## src/rtl/core/mbrt_pkg.sv

```systemverilog
// Shared constants, types and the CRC-16 byte step for the Modbus RTU read master.
package mbrt_pkg;

    // Longest reply frame the block will wait for, in bytes
    localparam int MAX_FRAME = 64;
    localparam int LEN_W     = 7;

    localparam logic [15:0] CRC_INIT = 16'hFFFF;
    localparam logic [15:0] CRC_POLY = 16'hA001;

    // Input word types
    localparam logic [1:0] REQ_START = 2'd0;
    localparam logic [1:0] REQ_BYTE  = 2'd1;
    localparam logic [1:0] REQ_TICK  = 2'd2;

    // Result word kinds
    localparam logic KIND_TX   = 1'b0;
    localparam logic KIND_DONE = 1'b1;

    // Finish status codes
    localparam logic [1:0] ST_OK       = 2'd0;
    localparam logic [1:0] ST_FAILED   = 2'd1;
    localparam logic [1:0] ST_DISABLED = 2'd2;
    localparam logic [1:0] ST_TOO_LONG = 2'd3;

    // Byte orders
    localparam logic [2:0] ORD_AB   = 3'd0;
    localparam logic [2:0] ORD_BA   = 3'd1;
    localparam logic [2:0] ORD_ABCD = 3'd2;
    localparam logic [2:0] ORD_CDBA = 3'd3;
    localparam logic [2:0] ORD_BADC = 3'd4;
    localparam logic [2:0] ORD_DCBA = 3'd5;

    // Configuration register indexes
    localparam logic [1:0] CFG_ENABLE   = 2'd0;
    localparam logic [1:0] CFG_MAX_ATT  = 2'd1;
    localparam logic [1:0] CFG_TIMEOUT  = 2'd2;

    // Control from the request stage to the transmit sequencer
    typedef struct packed {
        logic load;   // capture a new request frame
        logic send;   // start shifting the frame out
        logic adv;    // output register takes the current byte
    } tx_ctl_t;

    // One byte of reflected CRC-16, eight shift steps
    function automatic logic [15:0] crc_byte(input logic [15:0] crc_in,
                                             input logic [7:0]  b);
        logic [15:0] c;
        c = crc_in ^ {8'h00, b};
        for (int i = 0; i < 8; i++) begin
            if (c[0])
                c = (c >> 1) ^ CRC_POLY;
            else
                c = c >> 1;
        end
        return c;
    endfunction

endpackage

```

## src/rtl/core/mbrt_tx_seq.sv

```systemverilog
// Request frame store and byte sequencer; appends the CRC while the frame goes out.
module mbrt_tx_seq
(
    input  logic                 clk,
    input  logic                 rst_n,
    input  mbrt_pkg::tx_ctl_t    ctl,
    input  logic [7:0]           slave_addr,
    input  logic [7:0]           func_code,
    input  logic [15:0]          reg_addr,
    input  logic [15:0]          reg_count,
    output logic [7:0]           tx_byte,
    output logic                 tx_last,
    output logic                 busy,
    output logic [7:0]           frame_slave
);

    logic [7:0]  frame_reg [6];
    logic        busy_reg;
    logic [2:0]  idx_reg;
    logic [15:0] crc_reg;
    logic [15:0] crc_next;

    // Current byte: stored frame, then CRC low and high
    always_comb
    begin
        if (idx_reg == 3'd6)
            tx_byte = crc_reg[7:0];
        else if (idx_reg == 3'd7)
            tx_byte = crc_reg[15:8];
        else
            tx_byte = frame_reg[idx_reg];
    end

    // CRC runs over the six header bytes as they are handed on
    always_comb
    begin
        if (idx_reg < 3'd6)
            crc_next = mbrt_pkg::crc_byte(crc_reg, tx_byte);
        else
            crc_next = crc_reg;
    end

    assign tx_last     = (idx_reg == 3'd7);
    assign busy        = busy_reg;
    assign frame_slave = frame_reg[0];

    // Frame store
    always_ff @(posedge clk)
    begin
        if (ctl.load)
        begin
            frame_reg[0] <= slave_addr;
            frame_reg[1] <= func_code;
            frame_reg[2] <= reg_addr[15:8];
            frame_reg[3] <= reg_addr[7:0];
            frame_reg[4] <= reg_count[15:8];
            frame_reg[5] <= reg_count[7:0];
        end
    end

    // Sequencer
    always_ff @(posedge clk or negedge rst_n)
    begin
        if (!rst_n)
        begin
            busy_reg <= 1'b0;
            idx_reg  <= 3'd0;
            crc_reg  <= mbrt_pkg::CRC_INIT;
        end
        else if (ctl.send)
        begin
            busy_reg <= 1'b1;
            idx_reg  <= 3'd0;
            crc_reg  <= mbrt_pkg::CRC_INIT;
        end
        else if (ctl.adv)
        begin
            crc_reg <= crc_next;
            idx_reg <= idx_reg + 3'd1;
            if (idx_reg == 3'd7)
                busy_reg <= 1'b0;
        end
    end

endmodule

```

## src/rtl/core/modbus_rtu_read_transaction_top.sv

```systemverilog
// Top level of the Modbus RTU read master: request stage, reply checker, result register.
//
// Input channel (in_valid/in_ready) carries one word per event: a start, a received
// bus byte, or a millisecond tick. Output channel (out_valid/out_ready) carries the
// result words: request bytes to transmit, or one finish word with status and value.
// Configuration (cfg_valid/cfg_ready, always ready) writes enable, max_attempts and
// response_timeout; write it only while no transaction is in flight.
// An accepted word is processed from the input register once the transmit sequencer is
// idle and the output register is free: a finish word is loaded into the output register,
// and a request frame into the transmit sequencer. Byte and tick words are taken one per
// cycle while the sequencer is idle and the receiver keeps up. A start, or a failed attempt
// that retries, hands eight bytes to the transmit sequencer, which moves one byte per cycle
// into the output register while the receiver keeps up; the next input word waits meanwhile in the input register.
// If the receiver stalls, the output register holds its word and the input
// register fills, then in_ready drops. Reset leaves the block idle with enable 0,
// max_attempts 3 and response_timeout 1000; no clearing pass is needed.
module modbus_rtu_read_transaction_top
(
    input  logic               clk,
    input  logic               rst_n,
    // configuration
    input  logic               cfg_valid,
    output logic               cfg_ready,
    input  logic [1:0]         cfg_index,
    input  logic [15:0]        cfg_data,
    // input words
    input  logic               in_valid,
    output logic               in_ready,
    input  logic [1:0]         req_type,
    input  logic [7:0]         slave_addr,
    input  logic [7:0]         func_code,
    input  logic [15:0]        reg_addr,
    input  logic [15:0]        reg_count,
    input  logic [2:0]         value_order,
    input  logic               signed_value,
    input  logic [7:0]         rx_byte,
    // result words
    output logic               out_valid,
    input  logic               out_ready,
    output logic               out_kind,
    output logic [7:0]         tx_byte,
    output logic               last,
    output logic [1:0]         status,
    output logic signed [31:0] value,
    output logic [7:0]         attempts_used
);

    localparam logic PH_IDLE = 1'b0;
    localparam logic PH_WAIT = 1'b1;
    localparam int   LW      = mbrt_pkg::LEN_W;

    // Configuration registers
    logic        enable_reg;
    logic [7:0]  max_att_reg;
    logic [15:0] timeout_reg;

    // Input register
    logic        hold_valid_reg;
    logic [1:0]  h_type_reg;
    logic [7:0]  h_slave_reg;
    logic [7:0]  h_func_reg;
    logic [15:0] h_addr_reg;
    logic [15:0] h_count_reg;
    logic [2:0]  h_order_reg;
    logic        h_sign_reg;
    logic [7:0]  h_rx_reg;

    // Transaction state
    logic          phase_reg,    phase_next;
    logic [7:0]    failed_reg,   failed_next;
    logic [15:0]   ticks_reg,    ticks_next;
    logic [LW-1:0] rx_idx_reg,   rx_idx_next;
    logic [LW-1:0] exp_len_reg,  exp_len_next;
    logic [15:0]   rx_crc_reg,   rx_crc_next;
    logic [7:0]    rep_addr_reg, rep_addr_next;
    logic [7:0]    rep_cnt_reg,  rep_cnt_next;
    logic [31:0]   payload_reg,  payload_next;
    logic [15:0]   tail_reg,     tail_next;
    logic [3:0]    hos_reg,      hos_next;

    // Output register
    logic        out_valid_reg;
    logic        out_kind_reg;
    logic [7:0]  tx_byte_reg;
    logic        last_reg;
    logic [1:0]  status_reg;
    logic [31:0] value_reg;
    logic [7:0]  att_reg;

    // Processing results
    logic        res_fin;
    logic        res_send;
    logic        res_load;
    logic [1:0]  fin_status;
    logic [31:0] fin_value;
    logic [7:0]  fin_att;

    logic        out_free;
    logic        proc_fire;
    logic        tx_busy;
    logic        tx_last;
    logic [7:0]  tx_cur;
    logic [7:0]  frame_slave;
    logic [17:0] req_len;
    logic [7:0]  idx8;
    logic [7:0]  exp8;
    logic [7:0]  failed_inc;
    logic [15:0] ticks_inc;
    mbrt_pkg::tx_ctl_t tx_ctl;

    // Decode the captured payload by byte count and held order
    function automatic logic [31:0] decode_value(input logic [7:0]  cnt,
                                                 input logic [31:0] p,
                                                 input logic [3:0]  hos);
        logic [7:0]  b0;
        logic [7:0]  b1;
        logic [7:0]  b2;
        logic [7:0]  b3;
        logic [15:0] raw16;
        logic [31:0] raw;
        b0  = p[31:24];
        b1  = p[23:16];
        b2  = p[15:8];
        b3  = p[7:0];
        raw = 32'd0;
        if (cnt == 8'd2)
        begin
            raw16 = (hos[3:1] == mbrt_pkg::ORD_BA) ? {b1, b0} : {b0, b1};
            raw   = (hos[0] && raw16[15]) ? {16'hFFFF, raw16} : {16'h0000, raw16};
        end
        else if (cnt == 8'd4)
        begin
            case (hos[3:1])
                mbrt_pkg::ORD_CDBA: raw = {b2, b3, b0, b1};
                mbrt_pkg::ORD_BADC: raw = {b1, b0, b3, b2};
                mbrt_pkg::ORD_DCBA: raw = {b3, b2, b1, b0};
                default:            raw = {b0, b1, b2, b3};
            endcase
        end
        return raw;
    endfunction

    // Handshakes
    assign cfg_ready = 1'b1;
    assign out_free  = !out_valid_reg || out_ready;
    assign proc_fire = hold_valid_reg && !tx_busy && out_free;
    assign in_ready  = !hold_valid_reg || proc_fire;

    // Configuration writes
    always_ff @(posedge clk or negedge rst_n)
    begin
        if (!rst_n)
        begin
            enable_reg  <= 1'b0;
            max_att_reg <= 8'd3;
            timeout_reg <= 16'd1000;
        end
        else if (cfg_valid)
        begin
            case (cfg_index)
                mbrt_pkg::CFG_ENABLE:  enable_reg  <= cfg_data[0];
                mbrt_pkg::CFG_MAX_ATT: max_att_reg <= cfg_data[7:0];
                mbrt_pkg::CFG_TIMEOUT: timeout_reg <= cfg_data;
                default:               ;
            endcase
        end
    end

    // Input register
    always_ff @(posedge clk or negedge rst_n)
    begin
        if (!rst_n)
            hold_valid_reg <= 1'b0;
        else if (in_ready)
            hold_valid_reg <= in_valid;
    end

    always_ff @(posedge clk)
    begin
        if (in_valid && in_ready)
        begin
            h_type_reg  <= req_type;
            h_slave_reg <= slave_addr;
            h_func_reg  <= func_code;
            h_addr_reg  <= reg_addr;
            h_count_reg <= reg_count;
            h_order_reg <= value_order;
            h_sign_reg  <= signed_value;
            h_rx_reg    <= rx_byte;
        end
    end

    assign req_len    = 18'd5 + {1'b0, h_count_reg, 1'b0};
    assign idx8       = {{(8-LW){1'b0}}, rx_idx_reg};
    assign exp8       = {{(8-LW){1'b0}}, exp_len_reg};
    assign failed_inc = failed_reg + 8'd1;
    assign ticks_inc  = (ticks_reg != 16'hFFFF) ? ticks_reg + 16'd1 : ticks_reg;

    // Event processing
    always_comb
    begin
        phase_next    = phase_reg;
        failed_next   = failed_reg;
        ticks_next    = ticks_reg;
        rx_idx_next   = rx_idx_reg;
        exp_len_next  = exp_len_reg;
        rx_crc_next   = rx_crc_reg;
        rep_addr_next = rep_addr_reg;
        rep_cnt_next  = rep_cnt_reg;
        payload_next  = payload_reg;
        tail_next     = tail_reg;
        hos_next      = hos_reg;
        res_fin       = 1'b0;
        res_send      = 1'b0;
        res_load      = 1'b0;
        fin_status    = mbrt_pkg::ST_OK;
        fin_value     = 32'd0;
        fin_att       = 8'd0;

        case (h_type_reg)
            mbrt_pkg::REQ_START:
            begin
                phase_next  = PH_IDLE;
                failed_next = 8'd0;
                if (!enable_reg)
                begin
                    res_fin    = 1'b1;
                    fin_status = mbrt_pkg::ST_DISABLED;
                end
                else if (req_len > 18'(mbrt_pkg::MAX_FRAME))
                begin
                    res_fin    = 1'b1;
                    fin_status = mbrt_pkg::ST_TOO_LONG;
                end
                else if (max_att_reg == 8'd0)
                begin
                    res_fin    = 1'b1;
                    fin_status = mbrt_pkg::ST_FAILED;
                end
                else
                begin
                    res_load     = 1'b1;
                    res_send     = 1'b1;
                    exp_len_next = req_len[LW-1:0];
                    hos_next     = {h_order_reg, h_sign_reg};
                end
            end
            mbrt_pkg::REQ_BYTE:
            begin
                if (phase_reg == PH_WAIT)
                begin
                    if (idx8 == 8'd0)
                        rep_addr_next = h_rx_reg;
                    if (idx8 == 8'd2)
                        rep_cnt_next = h_rx_reg;
                    case (idx8)
                        8'd3:    payload_next[31:24] = payload_reg[31:24] | h_rx_reg;
                        8'd4:    payload_next[23:16] = payload_reg[23:16] | h_rx_reg;
                        8'd5:    payload_next[15:8]  = payload_reg[15:8]  | h_rx_reg;
                        8'd6:    payload_next[7:0]   = payload_reg[7:0]   | h_rx_reg;
                        default: ;
                    endcase
                    if (idx8 + 8'd2 < exp8)
                        rx_crc_next = mbrt_pkg::crc_byte(rx_crc_reg, h_rx_reg);
                    else if (idx8 + 8'd2 == exp8)
                        tail_next = {8'h00, h_rx_reg};
                    else if (idx8 + 8'd1 == exp8)
                        tail_next = tail_reg | {h_rx_reg, 8'h00};
                    rx_idx_next = rx_idx_reg + LW'(1);
                    if (rx_idx_next >= exp_len_reg)
                    begin
                        if (rep_addr_next == frame_slave && tail_next == rx_crc_next)
                        begin
                            res_fin    = 1'b1;
                            fin_status = mbrt_pkg::ST_OK;
                            fin_value  = decode_value(rep_cnt_next, payload_next, hos_reg);
                            fin_att    = failed_reg;
                        end
                        else
                        begin
                            failed_next = failed_inc;
                            if (failed_inc < max_att_reg)
                                res_send = 1'b1;
                            else
                            begin
                                res_fin    = 1'b1;
                                fin_status = mbrt_pkg::ST_FAILED;
                                fin_att    = failed_inc;
                            end
                        end
                    end
                end
            end
            mbrt_pkg::REQ_TICK:
            begin
                if (phase_reg == PH_WAIT)
                begin
                    ticks_next = ticks_inc;
                    if (ticks_inc >= timeout_reg)
                    begin
                        failed_next = failed_inc;
                        if (failed_inc < max_att_reg)
                            res_send = 1'b1;
                        else
                        begin
                            res_fin    = 1'b1;
                            fin_status = mbrt_pkg::ST_FAILED;
                            fin_att    = failed_inc;
                        end
                    end
                end
            end
            default: ;
        endcase

        // A new attempt starts from a clean reply state
        if (res_send)
        begin
            ticks_next    = 16'd0;
            rx_idx_next   = '0;
            rx_crc_next   = mbrt_pkg::CRC_INIT;
            rep_addr_next = 8'd0;
            rep_cnt_next  = 8'd0;
            payload_next  = 32'd0;
            tail_next     = 16'd0;
            phase_next    = PH_WAIT;
        end
        if (res_fin)
            phase_next = PH_IDLE;
    end

    // State update
    always_ff @(posedge clk or negedge rst_n)
    begin
        if (!rst_n)
        begin
            phase_reg    <= PH_IDLE;
            failed_reg   <= 8'd0;
            ticks_reg    <= 16'd0;
            rx_idx_reg   <= '0;
            exp_len_reg  <= '0;
            rx_crc_reg   <= mbrt_pkg::CRC_INIT;
            rep_addr_reg <= 8'd0;
            rep_cnt_reg  <= 8'd0;
            payload_reg  <= 32'd0;
            tail_reg     <= 16'd0;
            hos_reg      <= 4'd0;
        end
        else if (proc_fire)
        begin
            phase_reg    <= phase_next;
            failed_reg   <= failed_next;
            ticks_reg    <= ticks_next;
            rx_idx_reg   <= rx_idx_next;
            exp_len_reg  <= exp_len_next;
            rx_crc_reg   <= rx_crc_next;
            rep_addr_reg <= rep_addr_next;
            rep_cnt_reg  <= rep_cnt_next;
            payload_reg  <= payload_next;
            tail_reg     <= tail_next;
            hos_reg      <= hos_next;
        end
    end

    // Transmit sequencer
    assign tx_ctl.load = proc_fire && res_load;
    assign tx_ctl.send = proc_fire && res_send;
    assign tx_ctl.adv  = tx_busy && out_free;

    mbrt_tx_seq u_tx_seq
    (
        .clk         (clk),
        .rst_n       (rst_n),
        .ctl         (tx_ctl),
        .slave_addr  (h_slave_reg),
        .func_code   (h_func_reg),
        .reg_addr    (h_addr_reg),
        .reg_count   (h_count_reg),
        .tx_byte     (tx_cur),
        .tx_last     (tx_last),
        .busy        (tx_busy),
        .frame_slave (frame_slave)
    );

    // Output register
    always_ff @(posedge clk or negedge rst_n)
    begin
        if (!rst_n)
            out_valid_reg <= 1'b0;
        else if ((proc_fire && res_fin) || tx_ctl.adv)
            out_valid_reg <= 1'b1;
        else if (out_ready)
            out_valid_reg <= 1'b0;
    end

    always_ff @(posedge clk)
    begin
        if (proc_fire && res_fin)
        begin
            out_kind_reg <= mbrt_pkg::KIND_DONE;
            tx_byte_reg  <= 8'd0;
            last_reg     <= 1'b1;
            status_reg   <= fin_status;
            value_reg    <= fin_value;
            att_reg      <= fin_att;
        end
        else if (tx_ctl.adv)
        begin
            out_kind_reg <= mbrt_pkg::KIND_TX;
            tx_byte_reg  <= tx_cur;
            last_reg     <= tx_last;
            status_reg   <= mbrt_pkg::ST_OK;
            value_reg    <= 32'd0;
            att_reg      <= 8'd0;
        end
    end

    assign out_valid     = out_valid_reg;
    assign out_kind      = out_kind_reg;
    assign tx_byte       = tx_byte_reg;
    assign last          = last_reg;
    assign status        = status_reg;
    assign value         = value_reg;
    assign attempts_used = att_reg;

    // Checks
    a_send_starts_seq: assert property (@(posedge clk) disable iff (!rst_n)
        (proc_fire && res_send) |=> tx_busy)
        else $error("request send did not start the transmit sequencer");

    a_done_is_last: assert property (@(posedge clk) disable iff (!rst_n)
        (out_valid && out_kind == mbrt_pkg::KIND_DONE) |-> last)
        else $error("finish word not marked last");

    a_fail_value_zero: assert property (@(posedge clk) disable iff (!rst_n)
        (out_valid && status != mbrt_pkg::ST_OK) |-> (value == 32'sd0))
        else $error("non-ok finish carries a value");

    a_tx_fields_clear: assert property (@(posedge clk) disable iff (!rst_n)
        (out_valid && out_kind == mbrt_pkg::KIND_TX) |->
            (status == mbrt_pkg::ST_OK && attempts_used == 8'd0 && value == 32'sd0))
        else $error("transmit word carries finish fields");

endmodule

```

## config.mk

```make
export PLATFORM = sky130hd
export DESIGN_NAME = modbus_rtu_read_transaction_top
export DESIGN_NICKNAME = d
export VERILOG_FILES = /design/src/rtl/core/mbrt_pkg.sv /design/src/rtl/core/mbrt_tx_seq.sv /design/src/rtl/core/modbus_rtu_read_transaction_top.sv
export SDC_FILE = /design/constraint.sdc
export NUM_CORES = 1
export LEC_CHECK = 0
export BUFFER_PORTS_ARGS = -buffer_cell sky130_fd_sc_hd__clkbuf_2
export CELL_PAD_IN_SITES_DETAIL_PLACEMENT = 0
export CELL_PAD_IN_SITES_GLOBAL_PLACEMENT = 1
export CORE_UTILIZATION = 45
export CTS_CLUSTER_DIAMETER = 80
export DETAILED_ROUTE_END_ITERATION = 8
export PLACE_DENSITY_LB_ADDON = 0.1
export SYNTH_ARGS = -nofsm -noshare
export SYNTH_HDL_FRONTEND = slang
export SYNTH_SLANG_ARGS = --single-unit
export TNS_END_PERCENT = 1
```

## constraint.sdc

```tcl
create_clock -name clk -period 6.42 [get_ports clk]
set_clock_uncertainty 0.05 [all_clocks]
set_input_delay 1.284 -clock clk [delete_from_list [all_inputs] [get_ports clk]]
set_output_delay 1.284 -clock clk [all_outputs]
set_load 0.01 [all_outputs]
```

### Yosys cells after proc, flatten, opt, wreduce, memory -nomap -nowiden

Memory sizes are Yosys's and may differ from the RTL's.
Index checks and enable logic that the tools add are counted.

| word-level totals | value |
|---|---|
| logic and storage cells | 302 |
| bits in registers | 284 |
| output and inout bits | 55 |
| bits in latches | 0 |
| memory bits (read-only) | 0 |
| memories | 1 |
| bits of input ports | 85 |
| memory bits (writable) | 48 |

Memories:

| name | words | bits a word | rd ports | clocked after memory_dff | wr ports | RTL line | source |
|---|---|---|---|---|---|---|---|
| u_tx_seq.frame_reg | 6 | 8 | 2 | 0 | 6 | mbrt_tx_seq.sv:17 | `logic [7:0] frame_reg [6];` |

| cells by class | value |
|---|---|
| multipliers | 0 |
| bitwise logic cells | 25 |
| reductions and logical operators | 39 |
| add/subtract/negate cells | 7 |
| shift-type cells | 0 |
| equality and inequality tests | 27 |
| mux-type cells | 164 |
| div/mod/pow operators | 0 |
| magnitude comparators | 6 |

Operators with widths:

| cell | count |
|---|---|
| $mux 16 | 66 |
| $mux 32 | 12 |
| $mux 8 | 35 |
| $pmux 32 s3 | 1 |
| $not 2->3 | 16 |
| $mux 1 | 34 |
| $or 8x8->8 | 4 |
| $xor 16x8->16 | 2 |
| $pmux 8 s3 | 1 |
| $eq 7x3->1 const B | 3 |
| $mux 7 | 3 |
| $add 3x17->18 const A | 1 |
| $gt 18x7->1 const B | 1 |
| $add 16x1->16 const B | 1 |
| $eq 16x16->1 | 1 |
| $eq 8x7->1 | 2 |
| $ge 16x16->1 | 1 |
| $logic_not 8->1 | 2 |
| $ne 16x16->1 const B | 1 |
| $or 16x16->16 | 1 |
| $pmux 8 s2 | 1 |
| $reduce_bool 2->1 | 8 |
| $eq 7x2->1 const B | 2 |
| $eq 3x3->1 const B | 4 |
| other kinds (31) | 65 |

### Depth between registers and ports, before layout

Gate-level depths: netlist of run 1.

| depth | value |
|---|---|
| depth after elaboration | 50 |
| depth in mapped cells | 23 |
| mapped depth without buffers | 19 |

### Cells and area by module

A second synthesis of run 1 with hierarchy kept.

| unflattened totals | value |
|---|---|
| cells, all modules | 1629 |
| area total of the unflattened synthesis | 17626.9 um^2 |

Modules (own cells, without submodules):

| module | sequential area each (um^2) | instances | cells an instance | area each (um^2) |
|---|---|---|---|---|
| modbus_rtu_read_transaction_top | 7106.8 | 1 | 1410 | 14482.6 |
| mbrt_tx_seq | 1961.9 | 1 | 219 | 3144.3 |

### Worst setup path before layout of run 1

No wires, ideal clock.

| path | value |
|---|---|
| kind | flip-flop to flip-flop |
| from | reg rx_idx_reg[1] |
| to | reg att_reg[0] (netlist: attempts_used[0]) (enable) |
| setup time | 0.381 ns |
| slack | 1.725 ns |
| path buffers | 1 |
| required time | 5.989 ns |
| stages on the path, launching flop included | 15 |
| data arrival time | 4.264 ns |
| period minus slack after synthesis | 4.695 ns |
| cells stage by stage | dfrtp_1 ha_1 xor2_1 ha_1 and4b_1 a211oi_2 o211a_1 buf_2 mux2i_1 or3b_1 o32a_1 a21oi_1 nand4b_2 a221oi_4 or2_2 |

| between the ends | value |
|---|---|
| word-level cells in the longest chain between the ends | 15 |
| elaborated cells between the ends (all ways) | 28 |
| those cells by class | add/sub (3); order compare (2); eq/ne (4); mux (15); reduce/logical (4) |

RTL lines:

| item | RTL line | source |
|---|---|---|
| from (decl) | modbus_rtu_read_transaction_top.sv:72 | `logic [LW-1:0] rx_idx_reg, rx_idx_next;` |
| from (signal assigned) | modbus_rtu_read_transaction_top.sv:354 | `rx_idx_reg <= rx_idx_next;` |
| parallel branches: the longest is 10 deep, another holds $add 7x2->8 | - |  |
| $mux 1 * | modbus_rtu_read_transaction_top.sv:270 | `if (rx_idx_next >= exp_len_reg)` |
| $mux 1 * | modbus_rtu_read_transaction_top.sv:250 | `if (phase_reg == PH_WAIT)` |
| $pmux 1 s3 * | modbus_rtu_read_transaction_top.sv:220 | `case (h_type_reg)` |
| $logic_and 1x1->1 * | modbus_rtu_read_transaction_top.sv:398 | `if (proc_fire && res_fin)` |
| $reduce_bool 2->1 (no source line) * | - |  |
| to (signal assigned) | modbus_rtu_read_transaction_top.sv:405 | `att_reg <= fin_att;` |
| to (decl) | modbus_rtu_read_transaction_top.sv:88 | `logic [7:0] att_reg;` |

Every way passes the cells marked *. The select of a mux whose other input is x is not followed.
A chain may end at the register's enable or synchronous reset.

### Final worst setup path of run 1

| path | value |
|---|---|
| from | reg rx_idx_reg[2] |
| to | reg rx_crc_reg[7] |

| between the ends | value |
|---|---|
| word-level cells in the longest chain between the ends | 15 |
| elaborated cells between the ends (all ways) | 32 |
| those cells by class | add/sub (3); order compare (2); eq/ne (4); mux (18); reduce/logical (5) |

RTL lines:

| item | RTL line | source |
|---|---|---|
| parallel branches: the longest is 15 deep, another holds $add 7x2->8 | - |  |
| to (signal assigned) | modbus_rtu_read_transaction_top.sv:342 | `rx_crc_reg <= mbrt_pkg::CRC_INIT;` |
| to (signal assigned) | modbus_rtu_read_transaction_top.sv:356 | `rx_crc_reg <= rx_crc_next;` |
| to (decl) | modbus_rtu_read_transaction_top.sv:74 | `logic [15:0] rx_crc_reg, rx_crc_next;` |

Parallel ways; which one is timed is not known. The select of a mux whose other input is x is not followed.

==> summary.md, run 1 <==
| Metric | Value |
|---|---|
| Status | complete, no violations |
| Die width | 200 um |
| Hold path start | h_addr_reg[15] |
| Initial antenna violation count | 0 |
| Commonest cells after routing, fill and taps aside | nand2_1, edfxtp_1, clkbuf_2 |
| Post-synth ARST share | 51.2% |
| #FFs+latches synth | roughly 330 |
| Total CTS buffers | 38 |
| Layout area overhead | 14.2% |
| CTS tree | built |
| DR vias | 12800 |
| Row count | 72 |
| N_diodes | 0 |
| Leakage | 8.45 nW |
| Sink Count | 332 |
| Maximum fanout along the worst path | 32 |
| Fin cells | 2278 |
| Crit share post-route | 88.6% |
| Worst-margin pin slew | roughly 1.3 ns |
| Initial DRT Pass Iterations | 5 |
| Rel. slew slack | 15.9% |
| Hpwl dp | 30.7 mm |
| Ys flop type | edfxtp_1 |
| Avg Cell Area, Syn | 10.9 um2 |
| Endpoint class of the critical path | register |
| Resized cells post-CTS | 0 |
| Slowest stage delay, CP | 0.81 ns |
| Total track usage | 22.7% |
| CP arrival | 6.09 ns |
| First-pass GRT wire length | 69.7 mm |
| Post-DR vias/cell | 5.62 |
| Layout cells sized above 1 | between 20% and 30% |
| Post-DRT Antenna Nets | 0 |
| R2R Path Start | rx_idx_reg[2] |
| Commonest non-fill, non-tap cell in the layout | nand2_1 |
| Vias in the first global route | about 12000 |
| Worst vdd ir | 0.312 mV |
| RSZ-0062 raised after global routing | no |
| Final critical-path required period | roughly 5.7 ns |
| Routed WL per cell | 19.6 um |
| Synth area leaders | edfxtp_1, dfrtp_1, dfstp_2 |
| Post-CTS Setup Repair Bufs | 0 |
| Largest register FFs | 48 |
| Post-Synthesis Cells | roughly 1600 |
| Synth Warn # | 0 |
| Final Setup Violations | 0 |
| Synth top area share | 26.0% |
| Largest net degree at the start of global routing | slightly above 90 |
| Final hold violations | 0 |
| Class of the worst hold path | register to register |
| Setup crit start | rx_idx_reg[2] |
| Post-placement cell count | about 2200 |
| Final slew viol count | 0 |
| Hold-fix buffers, CTS | 0 |
| EDFF count, synth | between 150 and 200 |
| I/O pin total | 140 |
| Max Cap Viol | 0 |
| Fmax | 176 MHz |
| Aggregate global routing overflow | 0 |
| Die area | 39900 um2 |
| Gpl congestion | 0.907 |
| Post-synthesis sequential area ratio | roughly half |
| Detailed-route DRC error count | 0 |
| Worst path cell trace | ha_1, nand3_1, xnor2_1, ha_1, a21o_1, a21oi_1, o211a_1, mux2i_1, or3b_1, o32a_1, a21oi_1, nand3_1, o2bb2ai_4, buf_4, o21ba_2, a2bb2oi_1 |
| Power Dens Cells | 345 nW/um2 |
| Clock transition at path regs | 0.06 ns |
| Port bufs | 138 |
| H-tree levels | 2 |
| Worst slack at placement | ~0.7 ns |
| Detailed Route WL | roughly 45 mm |
| Initial Utilization | between 40% and 50% |
| Core area | roughly 39000 um2 |
| NumNets Final | 1868 |
| Syn Nets | 1755 |
| Final worst slack | 0.735 ns |
| Critical Path RT | 6.83 ns |
| Chip height | between 150 and 200 um |
| Netlist Area Pre-Place | ~18000 um2 |
| Clock Path Buffers | 3 |
| Crit path kind | register to register |
| Design Power | 6.94 mW |
| Setup crit start kind | register |
| CTS Root Buffer Type | clkbuf_16 |
| Finished Core Util | 52.1% |
| Setup TNS | 0 ns |
| Max stage delay cell, worst path | o211a_1 |
| DR iter-0 viols | 731 |
| Synth cell types | 91 |
| Clk_lat worst skew | 0.56 ns |
| Area leader, netlist | edfxtp_1 |
## Yosys cell counts (9+ instances only)
master	instances
nand2_1	178
edfxtp_1	152
dfrtp_1	130
a21oi_1	126
nor2_1	82
xnor2_1	65
o21ai_0	63
inv_1	62
clkbuf_1	58
ha_1	53
mux2i_1	51
mux2_2	50
o211ai_1	42
nand3_1	41
dfstp_2	40
o31ai_1	39
buf_2	26
a21o_1	23
a22oi_1	22
a22o_1	19
xor2_1	19
a211oi_1	16
and2_1	15
nand2b_1	15
a2bb2oi_1	14
nand4_1	14
and3_1	13
nor2b_1	12
o21a_1	12
dfxtp_1	10
a32o_1	9
nand3b_1	9
## worst paths after layout
check | end | slack [ns] | cells past startpoint
worst max register to register | rx_crc_reg[7] | 0.73 | 16
worst min-delay path | u_tx_seq.frame_reg[2][7] | 0.36 | 0
max in group asynchronous | u_tx_seq.crc_reg[2] | 4.41 | 2
min in group asynchronous | tail_reg[3] | 0.79 | 1
worst max-delay path | rx_crc_reg[7] | 0.73 | 16
worst min register to register | u_tx_seq.frame_reg[2][7] | 0.36 | 0
## through the flow
step	hold slack, ns	cell area, um2
6_report	0.360	20100
2_1_floorplan	0.350	17600
4_1_cts	0.362	20100
3_3_place_gp	0.350	18800
5_1_grt	0.367	20100
3_5_place_dp	0.355	18800
## per-layer routing
metal / part of all wire (%) / track usage [%]
met5: 0 / 0
met1: 46 / 31.4
met4: 2.5 / 7.27
met3: 4.2 / 3.68
met2: 47 / 36.4
## cell type report
type | count | area (um2)
fillers | 3529 | 18500
inverters | 63 | 236
well taps | 518 | 648
clock inverters | 21 | 260
clock buffers | 49 | 1010
multi-input cells | 1123 | 7860
flip-flops and latches | 332 | 9070
repair buffers | 172 | 990
## worst max-delay path, delay by kind of cell (launching register included)
kind	cells	cell delay (ns)
mux	1	0.35
fa+ha+maj	2	0.63
flops	1	0.58
compound gates	8	2.74
xor+xnor	1	0.16
buf+inv	1	0.34
simple gates	3	0.75
## cells by family after synthesis
| group | share of synthesized area, % |
|---|---|
| fa+ha+maj | 3.77 |
| compound gates | 17.4 |
| simple gates | 11.4 |
| xor+xnor | 4.67 |
| other cells | 0.0213 |
| buf+inv | 3.81 |
| flops | 51.6 |
| mux | 7.39 |
## power breakdown
group	total (mW)	leakage, nW	internal (mW)	switching (mW)
clock	2.22	0.621	1.33	0.897
combinational	1.84	4.18	0.808	1.03
sequential	2.87	3.65	2.63	0.241
total	6.94	8.45	4.77	2.17
Note: power is estimated with default switching activity, not from simulation.
==> run 2: changes to the inputs <==
Settings changed: CORE_UTILIZATION 45 to 40.
==> run 2 against run 1 <==
Effect of this change: clock-buffer cell count up 6; design area up 0.50%; non-clock buffer count down 4; global-route usage down 1.6 points; core utilization down 5.3 points; worst setup slack worse by 0.14 ns; power up 1.4%; hold slack better by 0.0072 ns; critical path depth up 1; combinational power up 2%; sequential cell count unchanged; highest routed layer unchanged.
==> summary.md, run 2 (synthesis gave the netlist of run 1 again) <==
| Metric | Value |
|---|---|
| Status | complete, no violations (unchanged) |
| Commonest non-fill, non-tap cell in the layout | nand2_1 (unchanged) |
| Reg-to-Reg End | rep_cnt_reg[5] (was rx_crc_reg[7]) |
| DR vias | 12600 (was 12800) |
| Post-CTS Setup Repair Bufs | 0 (unchanged) |
| CP delay by family, top | compound AO/OA/AOI/OAI gates (unchanged) |
| Largest register FFs | 48 (unchanged) |
| DR iter-0 viols | 761 (was 731) |
| Endpoint class of the critical path | register (unchanged) |
| Clk network pwr share | 32.6% (was 32.1%) |
| P_sw | 2.20 mW (was 2.17 mW) |
| Clk_lat worst skew | 0.56 ns (about the same) |
| Fmax | 172 MHz (was 176 MHz) |
| Cell-internal power | 4.83 mW (was 4.77 mW) |
| Die area | 44800 um2 (was 39900 um2) |
| Commonest cells after routing, fill and taps aside | nand2_1, edfxtp_1, clkbuf_2 (unchanged) |
| Layout area overhead | 14.8% (was 14.2%) |
| Max Cap Viol | 0 (unchanged) |
| Aggregate global routing overflow | 0 (unchanged) |
| Row count | 76 (was 72) |
| Worst vdd ir | 0.284 mV (was 0.312 mV) |
| Sink Count | 332 (unchanged) |
| Worst path depth | 17 (was 16) |
| Buf/Inv on CP | 2 (was 1) |
| Detailed-route DRC error count | 0 (unchanged) |
| Hold-fix buffers, CTS | 0 (unchanged) |
| Largest net degree at the start of global routing | 97 (was 93) |
| Critical Path RT | 6.86 ns (was 6.83 ns) |
| Maximum fanout along the worst path | 67 (was 32) |
| Rel. slew slack | 32.5% (was 15.9%) |
| Worst R2R Setup Slack | 0.60 ns (was 0.73 ns) |
| Worst path cell trace | ha_1, nand3_1, xnor2_1, ha_1, a21o_1, a21oi_1, o211a_1, buf_4, mux2i_1, or3b_1, o32a_1, a21oi_1, nand4b_2, a21oi_4, buf_4, o21bai_2, a32o_1 (was ha_1, nand3_1, xnor2_1, ha_1, a21o_1, a21oi_1, o211a_1, mux2i_1, or3b_1, o32a_1, a21oi_1, nand3_1, o2bb2ai_4, buf_4, o21ba_2, a2bb2oi_1) |
| Layout cells sized above 1 | 20.3% (was 20.5%) |
| N_diodes | 0 (unchanged) |
| Core area | 43200 um2 (was 38600 um2) |
| Finished Core Util | 46.7% (was 52.1%) |
| Final Setup Violations | 0 (unchanged) |
| Leakage | 8.45 nW (about the same) |
| Total CTS buffers | 39 (was 38) |
| Hpwl dp | 32.0 mm (was 30.7 mm) |
| Initial DRT Pass Iterations | 5 (unchanged) |
| Post-DRT Antenna Nets | 0 (unchanged) |
| Worst slack at placement | 0.580 ns (was 0.718 ns) |
| Final critical-path required period | 5.82 ns (was 5.69 ns) |
| Class of the worst hold path | register to register (unchanged) |
| Slowest stage delay, CP | 0.58 ns (was 0.81 ns) |
| Post-DR vias/cell | 5.38 (was 5.62) |
| Filler Cells Inserted | 4068 (was 3529) |
| Clock transition at path regs | 0.06 ns (about the same) |
| Comb pwr share | 26.7% (was 26.5%) |
| Final hold violations | 0 (unchanged) |
| Setup TNS | 0 ns (unchanged) |
| Total track usage | 21.1% (was 22.7%) |
| CTS tree | built (unchanged) |
| R2R Path Start | rx_idx_reg[2] (unchanged) |
| Hold Path End | u_tx_seq.frame_reg[2][3] (was u_tx_seq.frame_reg[2][7]) |
| Crit path kind | register to register (unchanged) |
| Port bufs | 138 (unchanged) |
| Hold path start | h_addr_reg[11] (was h_addr_reg[15]) |
| H-tree levels | 2 (unchanged) |
| Initial antenna violation count | 0 (unchanged) |
| First-pass GRT wire length | 72.9 mm (was 69.7 mm) |
| Vias in the first global route | 12500 (was 12400) |
| Routed WL per cell | 19.6 um (about the same) |
| Worst Hold Path Cells | 0 (unchanged) |
| Sw Ratio | 31.3% (about the same) |
| I/O pin total | 140 (unchanged) |
| Max stage delay cell, worst path | buf_4 (was o211a_1) |
| Detailed Route WL | 45.8 mm (was 44.6 mm) |
| Crit share post-route | 90.7% (was 88.6%) |
| Gpl congestion | 0.844 (was 0.907) |
| Clock Path Buffers | 3 (unchanged) |
| Seq pwr share | 40.7% (was 41.4%) |
| Final worst slack | 0.596 ns (was 0.735 ns) |
| Chip height | 212 um (was 200 um) |
| NumNets Final | 1865 (was 1868) |
| Setup crit start kind | register (unchanged) |
| R2R depth | 17 (was 16) |
| CTS Root Buffer Type | clkbuf_16 (unchanged) |
| Die width | 212 um (was 200 um) |
| Final slew viol count | 0 (unchanged) |
| Worst-margin pin slew | 1.01 ns (was 1.26 ns) |
| Initial Utilization | 40.7% (was 45.6%) |
| Power Dens Cells | 349 nW/um2 (was 345 nW/um2) |
| CP arrival | 6.27 ns (was 6.09 ns) |
| RSZ-0062 raised after global routing | no (unchanged) |
==> run 2: cell types whose count changed in the layout (fill, tap and decap cells not counted), moves of 2 or more <==
| cell | previous run | this run |
|---|---|---|
| clkinv_2 | 8 | 5 |
| clkinv_4 | 2 | 0 |
| clkbuf_16 | 38 | 41 |
| buf_4 | 31 | 28 |
| clkinv_1 | 1 | 4 |
| clkbuf_8 | 2 | 5 |
==> run 2: area by class of cell <==
type	instances	area [um2]	area share [%]
Clock buffer	55	1130	5.59
Clock inverter	17	200	0.992
Inverter	63	236	1.17
Multi-Input combinational cell	1123	7870	39.0
Sequential cell	332	9070	44.9
Tap cell	585	732	3.63
Timing Repair Buffer	168	947	4.69
==> run 2: stage by stage <==
stage / cell area [um2] / power [mW] / instances / hold WS, ns
final: 20200 / 7.04 / 2343 / 0.368
after global placement: 18800 / 4.79 / 2271 / 0.356
after CTS: 20200 / 7.14 / 2343 / 0.370
after global routing: 20200 / 7.43 / 2343 / 0.370
after floorplan: 17600 / 4.18 / 1617 / 0.350
after detailed placement: 18800 / 4.80 / 2271 / 0.355
==> run 2: what timing repair did <==
item / in CTS / in global routing
endpoints found under the hold margin: 0 / 0
resized for setup: 0 / 1
endpoints found under the setup margin: 0 / 11
==> run 2: power groups by stage <==
stage / combinational [mW] / clock, mW / sequential (mW)
CTS: 1.91 / 2.36 / 2.87
global route: 2.08 / 2.44 / 2.91
finish: 1.88 / 2.29 / 2.87
floorplan: 1.33 / 0 / 2.86
detailed placement: 1.90 / 0 / 2.91
global placement: 1.89 / 0 / 2.90
==> run 2: worst reg2reg max path: cells and delay by family (launching register included) <==
kind                     cells  cell delay (ns)
AO/OA/AOI/OAI                8             2.49
XOR/XNOR                     1             0.16
adder cells (fa/ha/maj)      2             0.66
buffers and inverters        2             0.87
flip-flops                   1             0.57
multiplexers                 1             0.13
AND/OR/NAND/NOR              3             0.81
==> run 2: how the worst max path moves through the flow <==
stage / from / end
floorplan: rx_idx_reg[1] / attempts_used[0]
detailed placement: rx_idx_reg[2] / rx_idx_reg[0]
CTS: rx_idx_reg[2] / rx_idx_reg[0]
global placement: rx_idx_reg[2] / rx_idx_reg[0]
global route: rx_idx_reg[2] / rep_cnt_reg[6]
finish: rx_idx_reg[2] / rep_cnt_reg[5]
==> run 2: routing by layer <==
metal / share of wire, % / global-route usage (%) / vias to the layer above
met5: 0 / 0 / -
met4: 1.8 / 5.07 / 0
met1: 47 / 29.4 / 6095
li1: - / - / 6166
met3: 5.0 / 4.15 / 57
met2: 47 / 33.7 / 297
